File: src/hw/rtl/tqc_pkg.sv
// Shared types and constants of the ticketed queue with cancel.
// Holds field widths, operation and status codes, the controller states
// and the entry and result records. No dependencies.
`timescale 1ns / 1ps
`default_nettype none

package tqc_pkg;

  // default queue depth, overridable on the top level
  localparam int unsigned QUEUE_DEPTH_DEF = 16;

  // field widths of the channels
  localparam int unsigned OP_W     = 2;
  localparam int unsigned TICKET_W = 16;
  localparam int unsigned SIZE_W   = 8;
  localparam int unsigned STATUS_W = 2;
  localparam int unsigned GROUPS_W = 5;
  localparam int unsigned PEOPLE_W = 12;

  // saturation limits of the reported totals
  localparam int unsigned GROUPS_MAX = (1 << GROUPS_W) - 1;
  localparam int unsigned PEOPLE_MAX = (1 << PEOPLE_W) - 1;

  // highest ticket before the wrap back to the first ticket
  localparam logic [TICKET_W-1:0] TICKET_LAST  = '1;
  localparam logic [TICKET_W-1:0] TICKET_FIRST = TICKET_W'(1);

  typedef enum logic [OP_W-1:0] {
    OP_ENQ    = 2'd0,
    OP_CANCEL = 2'd1,
    OP_DEQ    = 2'd2,
    OP_NOP    = 2'd3
  } op_e;

  typedef enum logic [STATUS_W-1:0] {
    ST_OK        = 2'd0,
    ST_NOT_FOUND = 2'd1,
    ST_EMPTY     = 2'd2,
    ST_FULL      = 2'd3
  } status_e;

  typedef enum logic [1:0] {
    S_IDLE,
    S_SEARCH,
    S_SHIFT,
    S_RESP
  } state_e;

  typedef struct packed {
    logic [TICKET_W-1:0] ticket;
    logic [SIZE_W-1:0]   size;
  } entry_t;

  typedef struct packed {
    logic [STATUS_W-1:0] status;
    logic [TICKET_W-1:0] ticket_out;
    logic [SIZE_W-1:0]   size_out;
    logic [GROUPS_W-1:0] groups_waiting;
    logic [PEOPLE_W-1:0] people_waiting;
  } res_t;

endpackage

`default_nettype wire

File: src/hw/rtl/tqc_req_if.sv
// Request channel of the ticketed queue: valid/ready plus operation fields.
// Depends on tqc_pkg for the field widths.
`timescale 1ns / 1ps
`default_nettype none

interface tqc_req_if;
  import tqc_pkg::*;

  logic                valid;
  logic                ready;
  logic [OP_W-1:0]     operation;
  logic [SIZE_W-1:0]   group_size;
  logic [TICKET_W-1:0] ticket;

  modport source (output valid, output operation, output group_size, output ticket,
                  input ready);
  modport sink   (input valid, input operation, input group_size, input ticket,
                  output ready);
endinterface

`default_nettype wire

File: src/hw/rtl/tqc_res_if.sv
// Result channel of the ticketed queue: valid/ready plus result fields.
// Depends on tqc_pkg for the field widths.
`timescale 1ns / 1ps
`default_nettype none

interface tqc_res_if;
  import tqc_pkg::*;

  logic                valid;
  logic                ready;
  logic [STATUS_W-1:0] status;
  logic [TICKET_W-1:0] ticket_out;
  logic [SIZE_W-1:0]   size_out;
  logic [GROUPS_W-1:0] groups_waiting;
  logic [PEOPLE_W-1:0] people_waiting;

  modport source (output valid, output status, output ticket_out, output size_out,
                  output groups_waiting, output people_waiting, input ready);
  modport sink   (input valid, input status, input ticket_out, input size_out,
                  input groups_waiting, input people_waiting, output ready);
endinterface

`default_nettype wire

File: src/hw/rtl/tqc_res_buf.sv
// Output register of the ticketed queue: holds one finished result item
// until the sink takes it. Depends on tqc_pkg and tqc_res_if.
`timescale 1ns / 1ps
`default_nettype none

module tqc_res_buf (
  input  wire logic          clk_i,
  input  wire logic          rst_ni,
  input  wire logic          in_valid_i,
  input  wire tqc_pkg::res_t in_data_i,
  output logic               in_ready_o,
  tqc_res_if.source          res_o
);
  import tqc_pkg::*;

  logic valid_q;
  res_t data_q;

  // take a new item when empty or when the held one leaves this cycle
  assign in_ready_o = !valid_q || res_o.ready;

  // track occupancy
  always_ff @(posedge clk_i or negedge rst_ni) begin
    if (!rst_ni) begin
      valid_q <= 1'b0;
    end else if (in_valid_i && in_ready_o) begin
      valid_q <= 1'b1;
    end else if (res_o.ready) begin
      valid_q <= 1'b0;
    end
  end

  // load payload
  always_ff @(posedge clk_i) begin
    if (in_valid_i && in_ready_o) begin
      data_q <= in_data_i;
    end
  end

  // drive the channel
  assign res_o.valid          = valid_q;
  assign res_o.status         = data_q.status;
  assign res_o.ticket_out     = data_q.ticket_out;
  assign res_o.size_out       = data_q.size_out;
  assign res_o.groups_waiting = data_q.groups_waiting;
  assign res_o.people_waiting = data_q.people_waiting;

endmodule

`default_nettype wire

File: src/hw/rtl/ticketed_queue_with_cancel.sv
// Top level of the ticketed queue with cancel: controller, entry memory
// and totals. Depends on tqc_pkg, tqc_req_if, tqc_res_if and tqc_res_buf.
//
// Ordered queue of groups kept head first in one entry memory (ticket and
// size per entry, one read and one write port, registered read data).
// Enqueue, the no-op code and a cancel or dequeue on an empty queue go
// from acceptance straight to the result. A cancel or a dequeue on a
// non-empty queue first runs the ticket search, which reads one entry per
// cycle from the head, and then, where the found entry has others behind
// it, closes the gap, moving one entry per cycle through the same memory
// ports. The result item waits in an output register, so a new item is
// taken while the last one is still unclaimed. No clearing pass is needed
// after reset: only entries below the fill count are ever read.
`timescale 1ns / 1ps
`default_nettype none

module ticketed_queue_with_cancel #(
  parameter int unsigned QUEUE_DEPTH = tqc_pkg::QUEUE_DEPTH_DEF
) (
  input  wire logic clk_i,
  input  wire logic rst_ni,
  tqc_req_if.sink   req_i,
  tqc_res_if.source res_o
);
  import tqc_pkg::*;

  localparam int unsigned IW  = (QUEUE_DEPTH > 1) ? $clog2(QUEUE_DEPTH) : 1;
  localparam int unsigned CW  = $clog2(QUEUE_DEPTH + 1);
  localparam int unsigned SW  = $clog2(QUEUE_DEPTH * ((1 << SIZE_W) - 1) + 1);
  localparam int unsigned CWX = (CW > GROUPS_W) ? CW : GROUPS_W;
  localparam int unsigned SWX = (SW > PEOPLE_W) ? SW : PEOPLE_W;

  // controller and totals
  state_e              state_q, state_d;
  logic [CW-1:0]       count_q, count_d;
  logic [SW-1:0]       sum_q, sum_d;
  logic [TICKET_W-1:0] tail_q, tail_d;
  logic [TICKET_W-1:0] prev_q, prev_d;
  logic [TICKET_W-1:0] want_q, want_d;
  logic                deq_q, deq_d;
  logic [IW-1:0]       idx_q, idx_d;
  status_e             rstat_q, rstat_d;
  logic [TICKET_W-1:0] rtick_q, rtick_d;
  logic [SIZE_W-1:0]   rsize_q, rsize_d;

  // entry memory
  entry_t              mem_q [QUEUE_DEPTH];
  entry_t              rdata_q;
  logic                mem_we, mem_re;
  logic [IW-1:0]       mem_waddr, mem_raddr;
  entry_t              mem_wdata;

  // result path
  logic                res_valid, res_ready;
  res_t                res_data;

  // shared decisions
  op_e                 op;
  logic                req_fire;
  logic [CW-1:0]       idx_ext;
  logic                last_old, match, shift_done;
  logic                is_empty, is_full;
  logic [TICKET_W-1:0] next_ticket;

  assign op          = op_e'(req_i.operation);
  assign req_i.ready = (state_q == S_IDLE);
  assign req_fire    = req_i.valid && req_i.ready;
  assign idx_ext     = CW'(idx_q);
  assign is_empty    = (count_q == '0);
  assign is_full     = (count_q == CW'(QUEUE_DEPTH));
  // search reads the entry at idx_q; count still holds the old fill
  assign last_old    = (idx_ext == count_q - CW'(1));
  assign match       = deq_q || (rdata_q.ticket == want_q);
  // during the move count already holds the new fill
  assign shift_done  = (idx_ext + CW'(1) == count_q);
  assign next_ticket = (is_empty || tail_q == TICKET_LAST) ? TICKET_FIRST
                                                           : tail_q + TICKET_W'(1);

  // next state
  always_comb begin
    state_d = state_q;
    unique case (state_q)
      S_IDLE: begin
        if (req_fire) begin
          unique case (op) inside
            OP_ENQ, OP_NOP:    state_d = S_RESP;
            OP_CANCEL, OP_DEQ: state_d = is_empty ? S_RESP : S_SEARCH;
          endcase
        end
      end
      S_SEARCH: begin
        if (last_old) begin
          state_d = S_RESP;
        end else if (match) begin
          state_d = S_SHIFT;
        end
      end
      S_SHIFT: begin
        if (shift_done) begin
          state_d = S_RESP;
        end
      end
      S_RESP: begin
        if (res_ready) begin
          state_d = S_IDLE;
        end
      end
    endcase
  end

  // datapath and memory control
  always_comb begin
    count_d   = count_q;
    sum_d     = sum_q;
    tail_d    = tail_q;
    prev_d    = prev_q;
    want_d    = want_q;
    deq_d     = deq_q;
    idx_d     = idx_q;
    rstat_d   = rstat_q;
    rtick_d   = rtick_q;
    rsize_d   = rsize_q;
    mem_we    = 1'b0;
    mem_waddr = '0;
    mem_wdata = '0;
    mem_re    = 1'b0;
    mem_raddr = '0;
    res_valid = 1'b0;
    unique case (state_q)
      S_IDLE: begin
        if (req_fire) begin
          want_d  = req_i.ticket;
          deq_d   = (op == OP_DEQ);
          idx_d   = '0;
          rstat_d = ST_OK;
          rtick_d = '0;
          rsize_d = '0;
          unique case (op) inside
            OP_ENQ: begin
              if (is_full) begin
                rstat_d = ST_FULL;
              end else begin
                // append at the tail
                mem_we    = 1'b1;
                mem_waddr = IW'(count_q);
                mem_wdata = '{ticket: next_ticket, size: req_i.group_size};
                count_d   = count_q + CW'(1);
                sum_d     = sum_q + SW'(req_i.group_size);
                tail_d    = next_ticket;
                rtick_d   = next_ticket;
                rsize_d   = req_i.group_size;
              end
            end
            OP_CANCEL, OP_DEQ: begin
              if (is_empty) begin
                rstat_d = (op == OP_DEQ) ? ST_EMPTY : ST_NOT_FOUND;
              end else begin
                // fetch the head
                mem_re = 1'b1;
              end
            end
            OP_NOP: begin
            end
          endcase
        end
      end
      S_SEARCH: begin
        if (match) begin
          // drop the entry and report it
          rtick_d = rdata_q.ticket;
          rsize_d = rdata_q.size;
          count_d = count_q - CW'(1);
          sum_d   = sum_q - SW'(rdata_q.size);
          if (last_old) begin
            tail_d = prev_q;
          end else begin
            mem_re    = 1'b1;
            mem_raddr = IW'(idx_ext + CW'(1));
          end
        end else if (last_old) begin
          rstat_d = ST_NOT_FOUND;
        end else begin
          // advance to the next entry
          prev_d    = rdata_q.ticket;
          mem_re    = 1'b1;
          mem_raddr = IW'(idx_ext + CW'(1));
          idx_d     = IW'(idx_ext + CW'(1));
        end
      end
      S_SHIFT: begin
        // move the entry behind the gap one place forward
        mem_we    = 1'b1;
        mem_waddr = idx_q;
        mem_wdata = rdata_q;
        if (!shift_done) begin
          mem_re    = 1'b1;
          mem_raddr = IW'(idx_ext + CW'(2));
          idx_d     = IW'(idx_ext + CW'(1));
        end
      end
      S_RESP: begin
        res_valid = 1'b1;
      end
    endcase
  end

  // control registers
  always_ff @(posedge clk_i or negedge rst_ni) begin
    if (!rst_ni) begin
      state_q <= S_IDLE;
      count_q <= '0;
      sum_q   <= '0;
    end else begin
      state_q <= state_d;
      count_q <= count_d;
      sum_q   <= sum_d;
    end
  end

  // working registers
  always_ff @(posedge clk_i) begin
    tail_q  <= tail_d;
    prev_q  <= prev_d;
    want_q  <= want_d;
    deq_q   <= deq_d;
    idx_q   <= idx_d;
    rstat_q <= rstat_d;
    rtick_q <= rtick_d;
    rsize_q <= rsize_d;
  end

  // entry memory, one write and one registered read per cycle
  always_ff @(posedge clk_i) begin
    if (mem_we) begin
      mem_q[mem_waddr] <= mem_wdata;
    end
    if (mem_re) begin
      rdata_q <= mem_q[mem_raddr];
    end
  end

  // saturate the reported totals
  logic [CWX-1:0] count_ext;
  logic [SWX-1:0] sum_ext;

  assign count_ext = CWX'(count_q);
  assign sum_ext   = SWX'(sum_q);

  always_comb begin
    res_data.status     = rstat_q;
    res_data.ticket_out = rtick_q;
    res_data.size_out   = rsize_q;
    res_data.groups_waiting = (count_ext > CWX'(GROUPS_MAX)) ? GROUPS_W'(GROUPS_MAX)
                                                             : count_ext[GROUPS_W-1:0];
    res_data.people_waiting = (sum_ext > SWX'(PEOPLE_MAX)) ? PEOPLE_W'(PEOPLE_MAX)
                                                           : sum_ext[PEOPLE_W-1:0];
  end

  tqc_res_buf u_res_buf (
    .clk_i      (clk_i),
    .rst_ni     (rst_ni),
    .in_valid_i (res_valid),
    .in_data_i  (res_data),
    .in_ready_o (res_ready),
    .res_o      (res_o)
  );

endmodule

`default_nettype wire

File: src/flat_wrapper.sv
// flat-port wrapper written by rule: the top's interface ports become plain ports
module ticketed_queue_with_cancel_flat import tqc_pkg::*;
#(
  parameter int unsigned QUEUE_DEPTH = tqc_pkg::QUEUE_DEPTH_DEF
)
  (clk_i, rst_ni, req_i_valid, req_i_operation, req_i_group_size, req_i_ticket, req_i_ready, res_o_valid, res_o_status, res_o_ticket_out, res_o_size_out, res_o_groups_waiting, res_o_people_waiting, res_o_ready);
  tqc_req_if req_i_i ();
  tqc_res_if res_o_i ();
  input  wire logic clk_i;
  input  wire logic rst_ni;
  input wire logic [$bits(req_i_i.valid)-1:0] req_i_valid;
  input wire logic [$bits(req_i_i.operation)-1:0] req_i_operation;
  input wire logic [$bits(req_i_i.group_size)-1:0] req_i_group_size;
  input wire logic [$bits(req_i_i.ticket)-1:0] req_i_ticket;
  output wire logic [$bits(req_i_i.ready)-1:0] req_i_ready;
  output wire logic [$bits(res_o_i.valid)-1:0] res_o_valid;
  output wire logic [$bits(res_o_i.status)-1:0] res_o_status;
  output wire logic [$bits(res_o_i.ticket_out)-1:0] res_o_ticket_out;
  output wire logic [$bits(res_o_i.size_out)-1:0] res_o_size_out;
  output wire logic [$bits(res_o_i.groups_waiting)-1:0] res_o_groups_waiting;
  output wire logic [$bits(res_o_i.people_waiting)-1:0] res_o_people_waiting;
  input wire logic [$bits(res_o_i.ready)-1:0] res_o_ready;
  assign req_i_i.valid = req_i_valid;
  assign req_i_i.operation = req_i_operation;
  assign req_i_i.group_size = req_i_group_size;
  assign req_i_i.ticket = req_i_ticket;
  assign req_i_ready = req_i_i.ready;
  assign res_o_valid = res_o_i.valid;
  assign res_o_status = res_o_i.status;
  assign res_o_ticket_out = res_o_i.ticket_out;
  assign res_o_size_out = res_o_i.size_out;
  assign res_o_groups_waiting = res_o_i.groups_waiting;
  assign res_o_people_waiting = res_o_i.people_waiting;
  assign res_o_i.ready = res_o_ready;
  ticketed_queue_with_cancel #(.QUEUE_DEPTH(QUEUE_DEPTH)) u_core (.clk_i(clk_i), .rst_ni(rst_ni), .req_i(req_i_i), .res_o(res_o_i));
endmodule
File: config.mk
export PLATFORM = sky130hd
export DESIGN_NAME = ticketed_queue_with_cancel_flat
export DESIGN_NICKNAME = d
export VERILOG_FILES = /design/src/hw/rtl/tqc_pkg.sv /design/src/hw/rtl/tqc_req_if.sv /design/src/hw/rtl/tqc_res_if.sv /design/src/hw/rtl/tqc_res_buf.sv /design/src/hw/rtl/ticketed_queue_with_cancel.sv /design/src/flat_wrapper.sv
export SDC_FILE = /design/constraint.sdc
export NUM_CORES = 1
export LEC_CHECK = 0
export BUFFER_PORTS_ARGS = -buffer_cell sky130_fd_sc_hd__buf_2
export CAP_MARGIN = 15
export CORE_MARGIN = 10
export CORE_UTILIZATION = 62
export CTS_CLUSTER_DIAMETER = 30
export DETAILED_ROUTE_END_ITERATION = 8
export PLACE_DENSITY = 0.8
export SETUP_SLACK_MARGIN = 0.4
export SKIP_LAST_GASP = 1
export SLEW_MARGIN = 5
export SYNTH_ARGS = -nofsm -noshare
export SYNTH_HDL_FRONTEND = slang
export SYNTH_HIERARCHICAL = 1
export SYNTH_SLANG_ARGS = --single-unit
File: constraint.sdc
create_clock -name clk_i -period 4.8 [get_ports clk_i]
set_input_delay 0.96 -clock clk_i [delete_from_list [all_inputs] [get_ports clk_i]]
set_output_delay 0.96 -clock clk_i [all_outputs]
set_load 0.02 [all_outputs]
Word level (Yosys, flattened, before mapping) --
Memory sizes are Yosys's and may differ from the RTL's. A register that Yosys moved wholly into a read port is not among the register bits. Cells that the tools add are included. Widths: inputs -> output; s select.
Word-level totals: register bits after elaboration 142, RAM bits 384, input port bits 30, output and inout port bits 45, word-level logic and storage cells 147, memories kept 1
Cells by class: $add $sub $neg 7, magnitude comparators 2, eq/ne operators 22, mux-type cells 74, bitwise gates (word level) 2, reduce and logical (&&, ||, !) cells 22
Memories:
- u_core.mem_q | depth 16, bits a word 24, rd ports 1, clocked after memory_dff 1, wr ports 1, RTL line ticketed_queue_with_cancel.sv:47 | entry_t mem_q [QUEUE_DEPTH];
Operator list (number):
- $mux 16 | 10
- $mux 24 | 3
- $pmux 16 s2 | 2
- $mux 12 | 4
- $pmux 24 s2 | 1
- $mux 4 | 9
- $mux 8 | 4
- $mux 2 | 12
- $pmux 12 s2 | 1
- $mux 5 | 4
- $add 16x1->16 const B | 1
- $eq 16x16->1 | 1
- $eq 16x16->1 const B | 1
- $pmux 4 s2 | 2
- $pmux 8 s2 | 1
- $ne 2x2->1 const B | 7
- $mux 1 | 13
- $add 12x8->12 | 1
- $gt 12x12->1 const B | 1
- $pmux 2 s2 | 3
- $pmux 4 s3 | 1
- $sub 12x8->12 | 1
- $pmux 5 s2 | 1
- $reduce_and 5->1 | 2
- other kinds (28) | 43

Depth between registers and ports, before layout --
depth after elaboration 7, depth in mapped cells 18, gate-level depth less buffers 15

By module --
Netlist, hierarchy kept.
By module, submodules not included:
- ticketed_queue_with_cancel | instances 1, cells an instance 1195, area an instance 21261.6 µm²
- tqc_res_buf | instances 1, cells an instance 47, area an instance 1345.0 µm²

Least setup slack after synthesis --
OpenSTA, ideal clock, no wires.
kind register to register, from reg u_core.state_q[1], to reg u_core.sum_q[10] (netlist: u_core/sum_ext[10]), library setup time 65 ps, arrival time 3680 ps, setup slack 1055 ps, stages on the path, launching flop included 19, buffers on the path 3, period minus slack after synthesis 3745 ps, cell sequence dfrtp_1 -> inv_1 -> ha_1 -> clkbuf_1 -> clkbuf_1 -> buf_1 -> nand2_1 -> o21ai_0 -> ha_1 -> inv_1 -> fa_1 -> a21o_1 -> a21oi_1 -> o21bai_1 -> a21oi_1 -> o21ai_0 -> or4_1 -> nand4_1 -> mux2_2
On the way: longest elaborated chain between the ends 4, elaborated cells between the ends (all ways) 10
Ends and longest elaborated chain:
- from (decl) | RTL line ticketed_queue_with_cancel.sv:34 | state_e state_q, state_d;
- from (signal assigned) | RTL line ticketed_queue_with_cancel.sv:214 | state_q <= state_d;
- $logic_not 2->1 | RTL line ticketed_queue_with_cancel.sv:66, ticketed_queue_with_cancel.sv:129
- $logic_and 1x1->1 | RTL line ticketed_queue_with_cancel.sv:67 | assign req_fire = req_i.valid && req_i.ready;
- $ne 2x2->1 (no source line)
- $reduce_and 5->1 (no source line)
- to (signal assigned) | RTL line ticketed_queue_with_cancel.sv:216 | sum_q <= sum_d;
- to (decl) | RTL line ticketed_queue_with_cancel.sv:36 | logic [SW-1:0] sum_q, sum_d;
Several ways; a longest one is shown, not always the timed one. A chain may end at the register's enable or synchronous reset.

Final worst setup path --
from reg u_core.idx_q[0], to reg u_core/rdata_q[7] (netlist name)
On the way: longest elaborated chain between the ends 4, elaborated cells between the ends (all ways) 10
Ends and longest elaborated chain:
- from (decl) | RTL line ticketed_queue_with_cancel.sv:41 | logic [IW-1:0] idx_q, idx_d;
- from (signal assigned) | RTL line ticketed_queue_with_cancel.sv:226 | idx_q <= idx_d;
- $add 4x1->5 | RTL line ticketed_queue_with_cancel.sv:75 | assign shift_done = (idx_ext + CW'(1) == count_q);
- $eq 5x5->1 | RTL line ticketed_queue_with_cancel.sv:75
- $mux 1 / $mux 4 (equally long branches) | RTL line ticketed_queue_with_cancel.sv:195 | if (!shift_done) begin
- $pmux 1 s3 / $pmux 4 s2 (equally long branches) | RTL line ticketed_queue_with_cancel.sv:129 | unique case (state_q)
Several ways; a longest one is shown, not always the timed one.

==> out/qor.yml <==
clocking:
  cts_max_path_buffers: 3
  cts.sinks: 550
  ctsResizeCount: 0
  post_cts_buffers: 0
  clk_latency_ns: 0.63
  cts_tree: "built"
  clkSlewWorstSetupHoldPaths_ns: 0.05
  cts_hold_buf: 0
  cts_buffers: 97
  cts-root-buf: "clkbuf_16"
  htree_levels: 3
yosys:
  syn_inst: 1242
  ys_types: 61
  ys_warn_count: 6
  ys_seq_elements: 550
  synth_xor_area_share_pct: 2.27
  synth_edf_count: 530
  async_flop_share_pct: 3.64
  netlist_area_um2: 22600
  synth_nets: 1298
  synth.area.mux_share_pct: 13.3
  synth_compound_area_share_pct: 4.32
  synth_simple_gate_area_share_pct: 4.03
  yosysSeqAreaShare_pct: 72.6
  postSynthAreaPerCell_um2: 18.2
  synthFlopType: "edfxtp_1"
  synth_top_family_by_area: "multiplexers"
  synthAdderAreaFrac_pct: 1.47
routing:
  drt-vias-per-instance: 6.78
  drt-initial-drc-count: 1794
  wire_per_inst_um: 30.5
  vias: 13038
  antenna_left: 0
  drcViolationCount: 0
  first_pass_iters: 7
  wl_um: 58700
layout:
  mostFrequentLayoutCells: "edfxtp_1, clkbuf_16, mux4_2, buf_2, nand2_1"
  fin_area_um2: 27100
  drive_above_1_share_pct: 29.5
  diodes: 0
  nNetsFinal: 1436
  n_fill_cell: 1816
  syn_to_final_growth_pct: 19.7
  final_common_cell: "edfxtp_1"
critical_path:
  setup.worst_path.class: "reg2reg"
  r2r-start: "u_core/idx_q[0]"
  crit_arrival_ns: 4.35
  critPathMaxFanout: 30
  critPathLaunchType: "register"
  worst-r2r-cell-count: 10
  regToRegSetupSlack_ns: 0.79
  r2r_end: "u_core/rdata_q[7]"
  required_ns: 5.14
  endpoint_kind: "register"
grt:
  grt_overflow: 0
  grt_pass1_vias: 13441
  grt_max_degree: 57
  antenna_found_initial: 0
  grt_pass1_wl_um: 87600
  grt_use_total_pct: 26.7
pwr:
  power_uw: 12400
  powerDensity_nw_per_um2: 458
  peakVddDrop_uv: 302
  leakagePower_uw: 0.0102
die:
  rows: 69
  ioPinCount: 75
  die-area_um2: 44500
  core-area_um2: 35700
  chipWidth_um: 211
  start_util_pct: 63.3
  die-height_um: 211
outcome:
  outcome: "finished clean"
sta:
  worst_pin_slew_ns: 1.05
  hold_viol_final: 0
  drv_slew: 0
  max_freq_ghz: 0.249
  period_minus_slack_ns: 4.01
  setup_viol: 0
  fin_skew_ns: 0.0337
  tns_ns: 0
  slew_headroom_pct: 30.2
  period_share_pct: 83.6
  rsz0062_at_grt: "no"
  worst_slack_ns: 0.786
placement:
  place_congestion: 0.928
  dp_slack_ns: 0.963
  io_buffer_count: 74
  postPlaceCellArea_um2: 23600
  hpwl_um: 29700
job:
  drv_cap: 0
min_path:
  hp-class: "in2async"
[cell usage after synthesis (17+ instances only)]
library cell  number  area share (%)
nand3_1           17            0.38
a22o_1            30             1.2
ha_1              25             1.4
a21oi_1           24            0.53
nand2_1           75             1.2
nor2_1            48            0.80
mux2i_1           73             3.2
xnor2_1           40             1.5
mux4_2            96             9.6
clkbuf_1          44            0.73
o21ai_0           35            0.77
dfrtp_1           20             2.2
edfxtp_1         530              70
[logic make-up after synthesis]
family,Yosys count
DFF,550
AOI/OAI and AO/OA,141
buffers and inverters,92
muxes,180
xor gates and xnor gates,57
and+or+nand+nor,196
adders and majority gates,26
[per-stage QoR]
step                cells  hold slack, ns  utilization, %
finish               1924           0.331            75.7
global route         1924           0.356            75.7
CTS                  1923           0.317            75.7
detailed placement   1741           0.405            66.1
global placement     1741           0.400            66.1
floorplan            1242           0.400               -
[registers in the layout, summed over array words and instances, names as in the netlist, 8 cells and up]
name,flops
u_core/mem_q,384
u_core/prev_q,16
u_core/rdata_q,24
u_core/rsize_q,8
u_core/rtick_q,16
u_core/sum_ext,12
u_core/tail_q,16
u_core/u_res_buf/res_o.people_waiting,12
u_core/u_res_buf/res_o.size_out,8
u_core/u_res_buf/res_o.ticket_out,16
u_core/want_q,16
[final cells by class]
type                       count  area (um^2)  share of cell area (%)
inverter                      15         56.3                   0.208
clock buffer                 101         2440                    9.03
sequential                   550        16400                    60.7
tap                          461          577                    2.13
timing repair buffer         116          733                    2.71
clock inverter                81          973                    3.60
multi-input combinational    600         5860                    21.7
[where the power goes]
group          internal, uW  leakage [uW]  switching (uW)
registers              5200       0.00587            4.11
clock network          4420       0.00161            2640
logic                  53.1       0.00275            72.8
[per-layer routing]
layer | vias up | GRT usage, % | wire [um]
li1 | 5243 | - | -
met1 | 6610 | 34.2 | 20800
met2 | 994 | 43.6 | 29000
met3 | 191 | 5.53 | 6540
met4 | 0 | 12.3 | 2380
met5 | - | 0 | 0
[critical path: stages (launching register included)]
cell and delay [ns]:
edfxtp_1 0.53, ha_1 0.32, or2_2 0.28, a211oi_1 0.26, o211ai_1 0.24, nand2_1 0.25
a21boi_0 0.17, o2111ai_4 0.85, buf_12 0.35, mux2i_1 0.33, mux2i_1 0.14
[worst max-delay path by stage]
| stage | startpoint | to | slack, ns |
|---|---|---|---|
| 5_1_grt | u_core/idx_q[0] | u_core/rdata_q[9] | 0.56 |
| 2_1_floorplan | u_core/state_q[1] | u_core/sum_ext[10] | 1.05 |
| 4_1_cts | u_core/idx_q[0] | u_core/rdata_q[7] | 0.87 |
| 3_3_place_gp | req_i_group_size[0] | u_core/sum_ext[11] | 1.05 |
| 3_5_place_dp | req_i_group_size[0] | u_core/sum_ext[11] | 0.96 |
| 6_report | u_core/idx_q[0] | u_core/rdata_q[7] | 0.79 |
No activity file was read; power rests on OpenSTA's default activity.
